==> src/design/pstall_pkg.sv <==
// Shared types, codes and constants of the playback stall predictor.
package pstall_pkg;

	// operation codes
	localparam logic [1:0] OP_PKT   = 2'd0;
	localparam logic [1:0] OP_RESET = 2'd1;
	localparam logic [1:0] OP_CLEAR = 2'd2;

	// configuration register indexes
	localparam int unsigned CFG_IDX_W  = 2;
	localparam int unsigned CFG_DATA_W = 20;
	localparam logic [CFG_IDX_W-1:0] CFG_EDGE_CACHE   = 2'd0;
	localparam logic [CFG_IDX_W-1:0] CFG_FRAME_FACTOR = 2'd1;
	localparam logic [CFG_IDX_W-1:0] CFG_RATE_MODE    = 2'd2;
	localparam logic [7:0] FRAME_FACTOR_RST = 8'd20;

	localparam int unsigned CNT_W = 4;
	localparam logic [CNT_W-1:0] STALL_MAX = 4'd10;

	// divider: queued_frames * 1000 / frame_rate
	localparam int unsigned DIV_W     = 26;
	localparam int unsigned RATE_W    = 10;
	localparam int unsigned DIV_STEPS = DIV_W;
	localparam int unsigned DCNT_W    = $clog2(DIV_STEPS + 1);
	localparam logic [DIV_W-1:0] MS_PER_S = 26'd1000;

	localparam logic [19:0]        CACHE_MIN_MS  = 20'd5000;
	localparam logic signed [48:0] START_MS      = 49'sd2000;
	localparam logic signed [48:0] CHECK_GAP_MS  = 49'sd200;
	localparam logic signed [50:0] LAG_STEP_MS   = 51'sd100;
	localparam logic signed [49:0] CLIENT_LOW_MS = -50'sd800;
	localparam logic [DIV_W-1:0]   SERVER_LOW_MS = 26'd2000;
	localparam logic [31:0]        DROP_LONG_MS  = 32'd2000;

	typedef struct packed {
		logic [1:0]  operation;
		logic        media_kind;
		logic [47:0] now_ms;
		logic [31:0] send_timestamp;
		logic [9:0]  frame_rate;
		logic [15:0] queued_frames;
	} in_t;

	typedef struct packed {
		logic       stall_res;
		logic       need_drop;
		logic       no_drop_switch;
		logic [3:0] stall_count;
		logic       reset_needed;
		logic       dropped_long_enough;
	} out_t;

	// controller to datapath
	typedef struct packed {
		logic load;
		logic first;
		logic div_start;
		logic elap;
		logic lag;
		logic diff;
		logic check;
		logic out_load;
	} cmd_t;

	// datapath to controller
	typedef struct packed {
		logic is_pkt;
		logic div_done;
		logic out_free;
	} sts_t;

endpackage

==> src/design/pstall_div.sv <==
// Restoring divider, one quotient bit per cycle.
module pstall_div import pstall_pkg::*; (
	input  logic              clk,
	input  logic              arst_n,
	input  logic              start,
	input  logic [DIV_W-1:0]  dividend,
	input  logic [RATE_W-1:0] divisor,
	output logic              busy,
	output logic [DIV_W-1:0]  quotient
);

	logic [DIV_W-1:0]  quo_q;
	logic [RATE_W-1:0] rem_q;
	logic [RATE_W-1:0] dvs_q;
	logic [DCNT_W-1:0] cnt_q;
	logic              busy_q;
	logic [RATE_W:0]   trial;
	logic              ge;
	logic [RATE_W:0]   rem_n;

	assign trial = {rem_q, quo_q[DIV_W-1]};
	assign ge    = trial >= {1'b0, dvs_q};
	assign rem_n = ge ? (trial - {1'b0, dvs_q}) : trial;

	always_ff @(posedge clk or negedge arst_n) begin
		if (!arst_n) begin
			busy_q <= 1'b0;
			cnt_q  <= '0;
		end else if (start) begin
			busy_q <= 1'b1;
			cnt_q  <= DCNT_W'(DIV_STEPS);
		end else if (busy_q) begin
			cnt_q <= cnt_q - 1'b1;
			if (cnt_q == DCNT_W'(1))
				busy_q <= 1'b0;
		end
	end

	always_ff @(posedge clk) begin
		if (start) begin
			quo_q <= dividend;
			rem_q <= '0;
			dvs_q <= divisor;
		end else if (busy_q) begin
			quo_q <= {quo_q[DIV_W-2:0], ge};
			rem_q <= rem_n[RATE_W-1:0];
		end
	end

	assign busy     = busy_q;
	assign quotient = quo_q;

endmodule

==> src/design/pstall_dp.sv <==
// Datapath: configuration, stream state, lag arithmetic, stall counter and result register.
module pstall_dp import pstall_pkg::*; (
	input  logic                  clk,
	input  logic                  arst_n,
	input  cmd_t                  cmd,
	output sts_t                  sts,
	input  in_t                   in_data,
	output out_t                  out_data,
	output logic                  out_valid,
	input  logic                  out_stall,
	input  logic                  cfg_valid,
	input  logic [CFG_IDX_W-1:0]  cfg_index,
	input  logic [CFG_DATA_W-1:0] cfg_data
);

	// configuration
	logic [19:0] edge_cache_q;
	logic [7:0]  frame_factor_q;
	logic        mode_q;

	// current transaction
	in_t  item_q;
	logic resetn_q;
	logic stall_q;

	// stream state
	logic [47:0]        connect_q;
	logic [31:0]        first_audio_q;
	logic [31:0]        first_video_q;
	logic signed [49:0] last_lag_q;
	logic [47:0]        check_time_q;
	logic [CNT_W-1:0]   stall_cnt_q;
	logic [31:0]        last_audio_q;
	logic [31:0]        drop_start_q;
	logic               drop_q;
	logic               switch_q;

	// staged arithmetic
	logic signed [48:0] elapsed_s1;
	logic signed [48:0] gap_s1;
	logic [31:0]        tsdiff_s1;
	logic signed [49:0] lag_s2;
	logic signed [50:0] d_s3;

	out_t out_q;
	logic out_valid_q;

	logic             div_busy;
	logic [DIV_W-1:0] quotient;
	logic [DIV_W-1:0] dividend;
	logic [DIV_W-1:0] buf_ms;
	logic [CNT_W-1:0] cnt_next;
	logic             stall_hit;
	logic             cache_ok;
	logic             video;

	assign video    = item_q.media_kind;
	assign dividend = {10'b0, item_q.queued_frames} * MS_PER_S;

	pstall_div u_div (
		.clk      (clk),
		.arst_n   (arst_n),
		.start    (cmd.div_start),
		.dividend (dividend),
		.divisor  (item_q.frame_rate),
		.busy     (div_busy),
		.quotient (quotient)
	);

	assign buf_ms   = (item_q.frame_rate == '0) ? '0 : quotient;
	assign cache_ok = edge_cache_q >= CACHE_MIN_MS;

	always_comb begin
		cnt_next = stall_cnt_q;
		if (d_s3 > LAG_STEP_MS || d_s3 < -LAG_STEP_MS) begin
			if (d_s3 < 0 && stall_cnt_q < STALL_MAX)
				cnt_next = stall_cnt_q + 1'b1;
			if (d_s3 > 0 && stall_cnt_q != '0)
				cnt_next = stall_cnt_q - 1'b1;
		end
		if (lag_s2 >= CLIENT_LOW_MS)
			cnt_next = STALL_MAX;
		if (buf_ms < SERVER_LOW_MS)
			cnt_next = '0;
		stall_hit = (buf_ms >= {7'b0, edge_cache_q[19:1]})
			&& ({4'b0, cnt_next} >= frame_factor_q);
	end

	always_ff @(posedge clk or negedge arst_n) begin
		if (!arst_n) begin
			edge_cache_q   <= '0;
			frame_factor_q <= FRAME_FACTOR_RST;
			mode_q         <= 1'b0;
		end else if (cfg_valid) begin
			unique case (cfg_index)
				CFG_EDGE_CACHE:   edge_cache_q   <= cfg_data;
				CFG_FRAME_FACTOR: frame_factor_q <= cfg_data[7:0];
				CFG_RATE_MODE:    mode_q         <= cfg_data[0];
				default: ;
			endcase
		end
	end

	always_ff @(posedge clk or negedge arst_n) begin
		if (!arst_n) begin
			connect_q     <= '0;
			first_audio_q <= '0;
			first_video_q <= '0;
			last_lag_q    <= '0;
			check_time_q  <= '0;
			stall_cnt_q   <= '0;
			last_audio_q  <= '0;
			drop_start_q  <= '0;
			drop_q        <= 1'b0;
			switch_q      <= 1'b0;
			stall_q       <= 1'b0;
		end else if (cmd.load) begin
			stall_q <= 1'b0;
		end else if (cmd.first) begin
			case (item_q.operation)
				OP_PKT: begin
					// latch the first timestamp of this kind, and the connect time if none is set yet
					if (video && first_video_q == '0) begin
						first_video_q <= item_q.send_timestamp;
						if (connect_q == '0)
							connect_q <= item_q.now_ms;
					end
					if (!video && first_audio_q == '0) begin
						first_audio_q <= item_q.send_timestamp;
						if (connect_q == '0)
							connect_q <= item_q.now_ms;
					end
				end
				OP_RESET: begin
					first_audio_q <= '0;
					first_video_q <= '0;
					connect_q     <= item_q.now_ms;
					drop_q        <= 1'b0;
				end
				OP_CLEAR: begin
					drop_q   <= 1'b0;
					switch_q <= 1'b0;
				end
				default: ;
			endcase
		end else if (cmd.check && cache_ok) begin
			if (elapsed_s1 <= START_MS) begin
				last_lag_q <= lag_s2;
			end else begin
				if (!video)
					last_audio_q <= item_q.send_timestamp;
				if (gap_s1 > CHECK_GAP_MS) begin
					stall_cnt_q  <= cnt_next;
					check_time_q <= item_q.now_ms;
					last_lag_q   <= lag_s2;
					if (stall_hit) begin
						if (mode_q) begin
							stall_q  <= !switch_q;
							switch_q <= 1'b1;
						end else begin
							stall_q      <= !drop_q;
							drop_start_q <= video ? last_audio_q : item_q.send_timestamp;
							drop_q       <= 1'b1;
						end
					end
				end
			end
		end
	end

	always_ff @(posedge clk) begin
		if (cmd.load) begin
			item_q   <= in_data;
			// compare against the first timestamp before it is latched
			resetn_q <= (in_data.operation == OP_PKT) && (in_data.media_kind
				? (in_data.send_timestamp < first_video_q)
				: (in_data.send_timestamp < first_audio_q));
		end
		if (cmd.elap) begin
			elapsed_s1 <= $signed({1'b0, item_q.now_ms}) - $signed({1'b0, connect_q});
			gap_s1     <= $signed({1'b0, item_q.now_ms}) - $signed({1'b0, check_time_q});
			tsdiff_s1  <= item_q.send_timestamp - (video ? first_video_q : first_audio_q);
		end
		if (cmd.lag)
			lag_s2 <= $signed({elapsed_s1[48], elapsed_s1}) - $signed({18'b0, tsdiff_s1});
		if (cmd.diff)
			d_s3 <= $signed({last_lag_q[49], last_lag_q}) - $signed({lag_s2[49], lag_s2});
		if (cmd.out_load) begin
			out_q.stall_res           <= stall_q;
			out_q.need_drop           <= drop_q;
			out_q.no_drop_switch      <= switch_q;
			out_q.stall_count         <= stall_cnt_q;
			out_q.reset_needed        <= resetn_q;
			out_q.dropped_long_enough <= (item_q.send_timestamp - drop_start_q) > DROP_LONG_MS;
		end
	end

	always_ff @(posedge clk or negedge arst_n) begin
		if (!arst_n)
			out_valid_q <= 1'b0;
		else if (cmd.out_load)
			out_valid_q <= 1'b1;
		else if (!out_stall)
			out_valid_q <= 1'b0;
	end

	assign sts.is_pkt   = item_q.operation == OP_PKT;
	assign sts.div_done = !div_busy;
	assign sts.out_free = !out_valid_q || !out_stall;

	assign out_data  = out_q;
	assign out_valid = out_valid_q;

`ifndef SYNTHESIS
	a_cnt_range: assert property (@(posedge clk) disable iff (!arst_n)
		stall_cnt_q <= STALL_MAX)
		else $error("stall counter above its ceiling");

	a_stall_flag: assert property (@(posedge clk) disable iff (!arst_n)
		out_valid_q && out_q.stall_res |-> out_q.need_drop || out_q.no_drop_switch)
		else $error("stall result without a raised flag");
`endif

endmodule

==> src/design/pstall_ctrl.sv <==
// Controller: sequences one transaction through the datapath.
module pstall_ctrl import pstall_pkg::*; (
	input  logic clk,
	input  logic arst_n,
	input  logic in_valid,
	output logic in_stall,
	input  sts_t sts,
	output cmd_t cmd
);

	localparam logic [2:0] S_IDLE  = 3'd0;
	localparam logic [2:0] S_FIRST = 3'd1;
	localparam logic [2:0] S_ELAP  = 3'd2;
	localparam logic [2:0] S_LAG   = 3'd3;
	localparam logic [2:0] S_DIFF  = 3'd4;
	localparam logic [2:0] S_WAIT  = 3'd5;
	localparam logic [2:0] S_CHECK = 3'd6;
	localparam logic [2:0] S_DONE  = 3'd7;

	logic [2:0] state_q;
	logic [2:0] state_n;

	always_comb begin
		cmd     = '0;
		state_n = state_q;
		unique case (state_q)
			S_IDLE: begin
				if (in_valid) begin
					cmd.load = 1'b1;
					state_n  = S_FIRST;
				end
			end
			S_FIRST: begin
				cmd.first     = 1'b1;
				cmd.div_start = sts.is_pkt;
				state_n       = sts.is_pkt ? S_ELAP : S_DONE;
			end
			S_ELAP: begin
				cmd.elap = 1'b1;
				state_n  = S_LAG;
			end
			S_LAG: begin
				cmd.lag = 1'b1;
				state_n = S_DIFF;
			end
			S_DIFF: begin
				cmd.diff = 1'b1;
				state_n  = S_WAIT;
			end
			S_WAIT: begin
				if (sts.div_done)
					state_n = S_CHECK;
			end
			S_CHECK: begin
				cmd.check = 1'b1;
				state_n   = S_DONE;
			end
			S_DONE: begin
				// hold until the result register can take the transaction
				if (sts.out_free) begin
					cmd.out_load = 1'b1;
					state_n      = S_IDLE;
				end
			end
			default: state_n = S_IDLE;
		endcase
	end

	always_ff @(posedge clk or negedge arst_n) begin
		if (!arst_n)
			state_q <= S_IDLE;
		else
			state_q <= state_n;
	end

	assign in_stall = state_q != S_IDLE;

`ifndef SYNTHESIS
	a_check_after_div: assert property (@(posedge clk) disable iff (!arst_n)
		cmd.check |-> sts.div_done && $past(cmd.diff, 2) == 1'b0)
		else $error("check issued while the divider runs");

	a_div_start_pkt: assert property (@(posedge clk) disable iff (!arst_n)
		cmd.div_start |=> !sts.div_done)
		else $error("divider did not start");
`endif

endmodule

==> src/design/playback_stall_predictor.sv <==
// Top level of the playback stall predictor: controller plus datapath.
//
//  channel  signals                                  direction  payload
//  in       in_valid, in_stall, in_data               input      in_t
//  out      out_valid, out_stall, out_data            output     out_t
//  cfg      cfg_valid, cfg_ready, cfg_index, cfg_data input      register index and data
//
// A media packet's result waits on the 26-step restoring divider that forms the
// queued buffer in ms; the lag arithmetic runs alongside it. Reset and clear
// operations skip the divider and the lag arithmetic.
// One transaction is in work at a time; the result register lets the next
// transaction enter while a result waits on out_stall.
// arst_n clears the stream state and loads the register defaults.
module playback_stall_predictor import pstall_pkg::*; (
	input  logic                  clk,
	input  logic                  arst_n,
	input  logic                  in_valid,
	output logic                  in_stall,
	input  in_t                   in_data,
	output logic                  out_valid,
	input  logic                  out_stall,
	output out_t                  out_data,
	input  logic                  cfg_valid,
	output logic                  cfg_ready,
	input  logic [CFG_IDX_W-1:0]  cfg_index,
	input  logic [CFG_DATA_W-1:0] cfg_data
);

	cmd_t cmd;
	sts_t sts;

	assign cfg_ready = 1'b1;

	pstall_ctrl u_ctrl (
		.clk      (clk),
		.arst_n   (arst_n),
		.in_valid (in_valid),
		.in_stall (in_stall),
		.sts      (sts),
		.cmd      (cmd)
	);

	pstall_dp u_dp (
		.clk       (clk),
		.arst_n    (arst_n),
		.cmd       (cmd),
		.sts       (sts),
		.in_data   (in_data),
		.out_data  (out_data),
		.out_valid (out_valid),
		.out_stall (out_stall),
		.cfg_valid (cfg_valid),
		.cfg_index (cfg_index),
		.cfg_data  (cfg_data)
	);

endmodule

==> config.mk <==
export PLATFORM = sky130hd
export DESIGN_NAME = playback_stall_predictor
export DESIGN_NICKNAME = d
export VERILOG_FILES = /design/src/design/pstall_pkg.sv /design/src/design/pstall_div.sv /design/src/design/pstall_dp.sv /design/src/design/pstall_ctrl.sv /design/src/design/playback_stall_predictor.sv
export SDC_FILE = /design/constraint.sdc
export NUM_CORES = 2
export LEC_CHECK = 0
export ABC_AREA = 1
export BUFFER_PORTS_ARGS = -buffer_cell sky130_fd_sc_hd__buf_2
export CAP_MARGIN = 20
export CORE_ASPECT_RATIO = 1.5
export CORE_UTILIZATION = 55
export CTS_CLUSTER_SIZE = 28
export DETAILED_ROUTE_END_ITERATION = 10
export GPL_ROUTABILITY_DRIVEN = 0
export GPL_TIMING_DRIVEN = 0
export PLACE_DENSITY_LB_ADDON = 0.25
export SYNTH_ARGS = -nofsm -noshare
export SYNTH_HDL_FRONTEND = slang
export SYNTH_SLANG_ARGS = --single-unit
==> constraint.sdc <==
create_clock -name clk -period 9.75 [get_ports clk]
set_input_delay 1.4625 -clock clk [delete_from_list [all_inputs] [get_ports clk]]
set_output_delay 1.4625 -clock clk [all_outputs]
set_load 0.005 [all_outputs]
# Word level (Yosys, flattened, before mapping)

Cells that the tools add are included.

Bits in latches: 0
Memories: 0
Input bits: 136
Bits in registers: 716
Word-level logic and storage cells: 209
Memory bits (writable): 0
Memory bits (read-only): 0
Output and inout bits: 12

$add $sub $neg: 10
Bitwise operators: 4
Multiply operators: 1
Mux-type cells: 65
Shift-type cells: 0
Equality and inequality tests: 24
Div/mod/pow operators: 0
$lt $le $gt $ge: 16
Reductions and logical operators: 49

Operators by type and width:

| operator                                                                               | count |
|---|---|
| 48-bit two-way mux                                                                     | 4 |
| 32-bit two-way mux                                                                     | 4 |
| 32-bit one-hot mux with 2 select lines                                                 | 2 |
| 50-bit two-way mux                                                                     | 2 |
| 48-bit by 48-bit subtractor with 49-bit output                                         | 2 |
| 48-bit one-hot mux with 2 select lines                                                 | 1 |
| 26-bit two-way mux                                                                     | 3 |
| 32-bit zero test                                                                       | 2 |
| 32-bit less-than comparator                                                            | 2 |
| 32-bit subtractor                                                                      | 2 |
| 51-bit by 1-bit greater-than comparator with 1-bit output (second input constant)      | 1 |
| 51-bit by 8-bit greater-than comparator with 1-bit output (second input constant)      | 1 |
| 51-bit by 1-bit less-than comparator with 1-bit output (second input constant)         | 1 |
| 51-bit by 8-bit less-than comparator with 1-bit output (second input constant)         | 1 |
| 50-bit by 50-bit subtractor with 51-bit output                                         | 1 |
| 50-bit by 11-bit greater-or-equal comparator with 1-bit output (second input constant) | 1 |
| 49-bit by 33-bit subtractor with 50-bit output                                         | 1 |
| 49-bit by 9-bit greater-than comparator with 1-bit output (second input constant)      | 1 |
| 49-bit by 12-bit less-or-equal comparator with 1-bit output (second input constant)    | 1 |
| 48-bit zero test                                                                       | 1 |
| 1-bit two-way mux                                                                      | 35 |
| 32-bit by 11-bit greater-than comparator with 1-bit output (second input constant)     | 1 |
| 26-bit by 19-bit greater-or-equal comparator with 1-bit output                         | 1 |
| 26-bit by 11-bit less-than comparator with 1-bit output (second input constant)        | 1 |
| 39 further kinds                                                                       | 97 |

# Depth between registers and ports, before layout

Depth in word-level cells: 15
Gate-level depth with buffers: 22

# By module

From an unflattened synthesis, not the netlist that was laid out.

Cells, all modules: 6,257
Area total of the unflattened synthesis: 49,297.3 um^2

By module, submodules not included:

| module                   | area each (um^2) | cells each | times used |
|---|---|---|---|
| pstall_dp                | 46,185.5         | 5,875      | 1 |
| pstall_div               | 2,832.7          | 334        | 1 |
| pstall_ctrl              | 267.8            | 46         | 1 |
| playback_stall_predictor | 11.3             | 2          | 1 |

# Worst setup path before layout

Ideal clock, no wire load.

Path kind: input to register
From: input in_valid
To: register u_dp.drop_q
Cell stages on the path: 5
Buffers on the path: 0
Required time: 9.621 ns
Library setup time: 0.129 ns
Data arrival time: 6.811 ns
Slack: 2.810 ns
Cells stage by stage: inv_1 nor2_1 inv_1 nand3_1 a21oi_1

RTL lines:

| item                   | line                           | RTL |
|---|---|---|
| start: declaration     | playback_stall_predictor.sv:17 | `input logic in_valid,` |
| end signal: assignment | pstall_dp.sv:114               | `drop_q <= 1'b0;` |
| end signal: assignment | pstall_dp.sv:138               | `drop_q <= 1'b0;` |
| end signal: assignment | pstall_dp.sv:141               | `drop_q <= 1'b0;` |
| end: declaration       | pstall_dp.sv:35                | `logic drop_q;` |

# Worst setup path in the final report

From: register u_dp.d_s3[41]
To: register u_dp.drop_start_q[8]

Cells in the longest elaborated chain, start to end: 10
Elaborated cells between the ends (all ways): 15
Classes of those cells: order compare: 5; mux: 5; reduce/logical: 5

RTL lines:

| item                                                             | line             | RTL |
|---|---|---|
| start: declaration                                               | pstall_dp.sv:43  | `logic signed [50:0] d_s3;` |
| start signal: assignment                                         | pstall_dp.sv:187 | `d_s3 <= $signed({last_lag_q[49], last_lag_q}) - $signed({lag_s2[49], lag_s2});` |
| 51-bit by 1-bit less-than comparator with 1-bit output           | pstall_dp.sv:76  | `if (d_s3 < 0 && stall_cnt_q < STALL_MAX)` |
| 1-bit logical AND                                                | pstall_dp.sv:76  |  |
| 4-bit two-way mux                                                | pstall_dp.sv:76  |  |
| 4-bit two-way mux                                                | pstall_dp.sv:78  | `if (d_s3 > 0 && stall_cnt_q != '0)` |
| 4-bit two-way mux (*)                                            | pstall_dp.sv:75  | `if (d_s3 > LAG_STEP_MS \|\| d_s3 < -LAG_STEP_MS) begin` |
| 4-bit two-way mux (*)                                            | pstall_dp.sv:81  | `if (lag_s2 >= CLIENT_LOW_MS)` |
| 4-bit two-way mux (*)                                            | pstall_dp.sv:83  | `if (buf_ms < SERVER_LOW_MS)` |
| 4-bit by 8-bit greater-or-equal comparator with 1-bit output (*) | pstall_dp.sv:86  | `&& ({4'b0, cnt_next} >= frame_factor_q);` |
| 1-bit logical AND (*)                                            | pstall_dp.sv:86  |  |
| 7-bit AND reduction (no line) (*)                                | -                |  |
| end signal: assignment                                           | pstall_dp.sv:162 | `drop_start_q <= video ? last_audio_q : item_q.send_timestamp;` |
| end: declaration                                                 | pstall_dp.sv:34  | `logic [31:0] drop_start_q;` |

Every way passes the cells marked *; elsewhere a longest branch is shown, timed or not.
A chain may end at the register's enable or synchronous reset.

==> flow_metrics.tcl <==
set metrics [dict create \
    status "finished clean" \
    drtIter0Drc 2959 \
    synth_cells 6015 \
    period_share_pct 48.8 \
    reg2reg_slack_ns 4.99 \
    holdPathEnd "u_dp.out_data[1]$_DFFE_PP_" \
    grt_max_degree 113 \
    fin_skew_ns 0.0287 \
    min_from "u_dp.resetn_q$_DFFE_PP_" \
    grt_pass1_vias 41900 \
    vias_per_cell 5.68 \
    finalPower_mw 17.8 \
    finalSetupViolations 0 \
    crit_type "reg2reg" \
    post_cts_resized 0 \
    holdPathStages 0 \
    cts_buffers 74 \
    worstMarginPinSlew_ns 1.03 \
    cp.depth 21 \
    relSlewSlack_pct 31.0 \
    cp-start-kind "flop" \
    clockRootBuffer "clkbuf_16" \
    nets 6840 \
    io_pins 148 \
    crit_top_cell "nand2_1" \
    drv_slew 0 \
    hold_class "reg2reg" \
    overflow 0 \
    finalHoldViolations 0 \
    die_w_um 244 \
    crit_family "simple AND/OR/NAND/NOR gates" \
    drc 0 \
    syn_nets 6607 \
    die_h_um 365 \
    place_hpwl_mm 109 \
    fillers 7683 \
    clockBufferDepth 3 \
    period_needed_ns 4.76 \
    cts_tree "yes" \
    yosysUniqueCellTypes 62 \
    async_flop_share_pct 44.6 \
    io_buffers 146 \
    cts_post_setup_buffers_inserted 0 \
    dieArea_mm2 0.0892 \
    clkLatencyLatePin_ns 0.68 \
    regArea_mm2 0.0197 \
    powerDensity_mw_per_mm2 334 \
    synth_top_area_share_pct 23.8 \
    path_cells "nor2_1, nand2_1, nor3_1, nand2_1, nor3_1, nand2_1, nand3b_1, inv_1, nand2_1, nand3_1, ha_1, inv_1, a21boi_0, o21a_1, o21a_1, o21ai_0, a21oi_2, nand3_2, buf_6, nand2_1, nand2_1" \
    routed_wl_mm 137 \
    drtAntennaViolNets 0 \
    multi_input_area_mm2 0.0248 \
    rr_startpoint "u_dp.d_s3[41]$_DFFE_PP_" \
    drv_cap 0 \
    via_count 42300 \
    synthFlopType "edfxtp_1" \
    ys_ff_latch 715 \
    rsz0062_at_grt "no" \
    track_usage_pct 30.6 \
    fmax_ghz 0.210 \
    reg2reg_to "u_dp.drop_start_q[8]$_DFFE_PN0P_" \
    syn_to_final_growth_pct 10.2 \
    dr.pass1.iters 6 \
    fin_util_pct 61.5 \
    ys_top_cells_by_count "nand2_1, inv_1, nor2_1" \
    syn_area_per_cell_um2 8.05 \
    worstPathArrival_ns 5.31 \
    leakagePower_nw 24.5 \
    end_kind "flop" \
    antenna_found_initial 1 \
    ys_top_cells_by_area "edfxtp_1, dfrtp_1, ha_1" \
    yosysWarnings 0 \
    yosysTopAreaCell "edfxtp_1" \
    drive_above_1_share_pct 5.96 \
    wl_per_cell_um 18.3 \
    htree_levels 3 \
    max_stage_delay_ns 0.81 \
    yosysMostFrequentCell "nand2_1" \
    cp_slowest_cell "a21oi_2" \
    clock_sinks 715 \
    ctsHoldBuffers 0 \
    ir_drop_v 0.000215 \
    yosysSeqAreaShare_pct 40.8 \
    required_ns 10.30 \
    clk_pin_slew_worst_paths_ns 0.06 \
    reg2reg_depth 21 \
    path_buf_inv 3 \
    start_util_pct 55.8 \
    rows 132 \
    synth_edf_count 383 \
    grt_pass1_wl_mm 214 \
    antennaDiodeCount 0 \
    crit_path_max_fanout 10 \
    core_area_mm2 0.0867 \
    synth.cell_area_mm2 0.0484 \
]
[layout by cell type, fill, tap and decap left out, types with 29 or more instances in the layout]
| master | n |
|---|---|
| nand2_1 | 1302 |
| nor3_1 | 75 |
| mux2_2 | 29 |
| ha_1 | 395 |
| nand3_1 | 236 |
| o21bai_1 | 33 |
| xnor2_1 | 60 |
| nor4_1 | 50 |
| inv_1 | 917 |
| clkbuf_16 | 78 |
| xor2_1 | 149 |
| a31oi_1 | 59 |
| edfxtp_1 | 383 |
| fa_1 | 61 |
| a21oi_1 | 421 |
| buf_2 | 172 |
| a21o_1 | 39 |
| dfrtp_1 | 317 |
| o21ai_0 | 488 |
| nor2_1 | 598 |
| clkbuf_1 | 66 |
| nand4_1 | 125 |
[power by group]
group,switching [mW],leakage (nW),internal (mW)
registers,0.590,7.65,4.65
clock network,1.25,1.25,1.69
logic,6.37,15.6,3.26
total,8.21,24.5,9.60
[cells by family (layout without fill, tap and decap cells)]
logic type / after synthesis / after routing / share of synthesized area (%)
flops: 715 / 715 / 40.8
other cells: 1 / 1 / 0.00775
fa+ha+maj: 456 / 456 / 12.7
mux: 32 / 32 / 0.745
compound gates: 1157 / 1157 / 13.0
xor+xnor: 209 / 209 / 3.78
buf+inv: 1016 / 1311 / 8.04
simple gates: 2429 / 2429 / 20.8
[final cells by class]
| type | count | area share [%] |
|---|---|---|
| Timing Repair Buffer | 157 | 1.82 |
| Inverter | 923 | 6.50 |
| Multi-Input combinational cell | 4284 | 46.5 |
| Clock buffer | 106 | 4.11 |
| Sequential cell | 715 | 37.0 |
| Buffer | 93 | 0.795 |
| Clock inverter | 32 | 0.598 |
| Tap cell | 1139 | 2.67 |
[worst register-to-register path: cells and delay by family (launching register included)]
family          cells  cell delay (ns)
fa+ha+maj           1             0.29
simple gates       12             2.15
compound gates      5             1.41
flops               1             0.39
buf+inv             3             0.43
[state kept, by name (all words and copies together), names as in the netlist, 5 cells and up]
name and count:
u_dp.edge_cache_q 19, u_dp.drop_start_q 32, u_dp.last_lag_q 50, u_dp.tsdiff_s1 32, u_dp.item_q 108, u_dp.gap_s1 49
u_dp.connect_q 48, u_dp.last_audio_q 32, u_dp.u_div.cnt_q 5, u_dp.frame_factor_q 8, u_dp.elapsed_s1 49, u_dp.u_div.quotient 26
u_dp.out_data 9, u_dp.lag_s2 50, u_dp.first_video_q 32, u_dp.d_s3 51, u_dp.u_div.rem_q 10, u_dp.u_div.dvs_q 10
u_dp.check_time_q 48, u_dp.first_audio_q 32
[worst max-delay path by stage]
| stage | start | endpoint | slack (ns) |
|---|---|---|---|
| 6_report | u_dp.d_s3[41]$_DFFE_PP_ | u_dp.drop_start_q[8]$_DFFE_PN0P_ | 4.99 |
| 5_1_grt | u_dp.d_s3[38]$_DFFE_PP_ | u_dp.drop_start_q[22]$_DFFE_PN0P_ | 4.68 |
| 4_1_cts | u_dp.d_s3[38]$_DFFE_PP_ | u_dp.drop_start_q[8]$_DFFE_PN0P_ | 4.93 |
| 3_5_place_dp | u_dp.d_s3[41]$_DFFE_PP_ | u_dp.drop_start_q[25]$_DFFE_PN0P_ | 4.93 |
| 3_3_place_gp | in_valid | u_dp.drop_q$_DFFE_PN0P_ | -0.66 |
| 2_1_floorplan | in_valid | u_dp.drop_q$_DFFE_PN0P_ | 2.81 |
[routing by layer]
layer,vias up,track usage (%),part of all wire (%)
met5,-,0,0
met2,1494,55.4,50
li1,20600,-,-
met1,19800,33.0,37
met3,498,4.18,5.7
met4,0,21.5,7.2
[per-stage QoR]
step	TNS, ns	hold slack, ns	area, µm²	setup slack [ns]	std cells
finish	0	0.439	53300	4.99	7449
global route	0	0.447	53300	4.68	7449
detailed placement	0	0.413	50800	4.93	7311
CTS	0	0.436	53300	4.93	7449
global placement	-1.95	0.412	50600	-0.663	7300
floorplan	0	0.400	48400	2.81	6015
No activity file was read; power rests on OpenSTA's default activity.
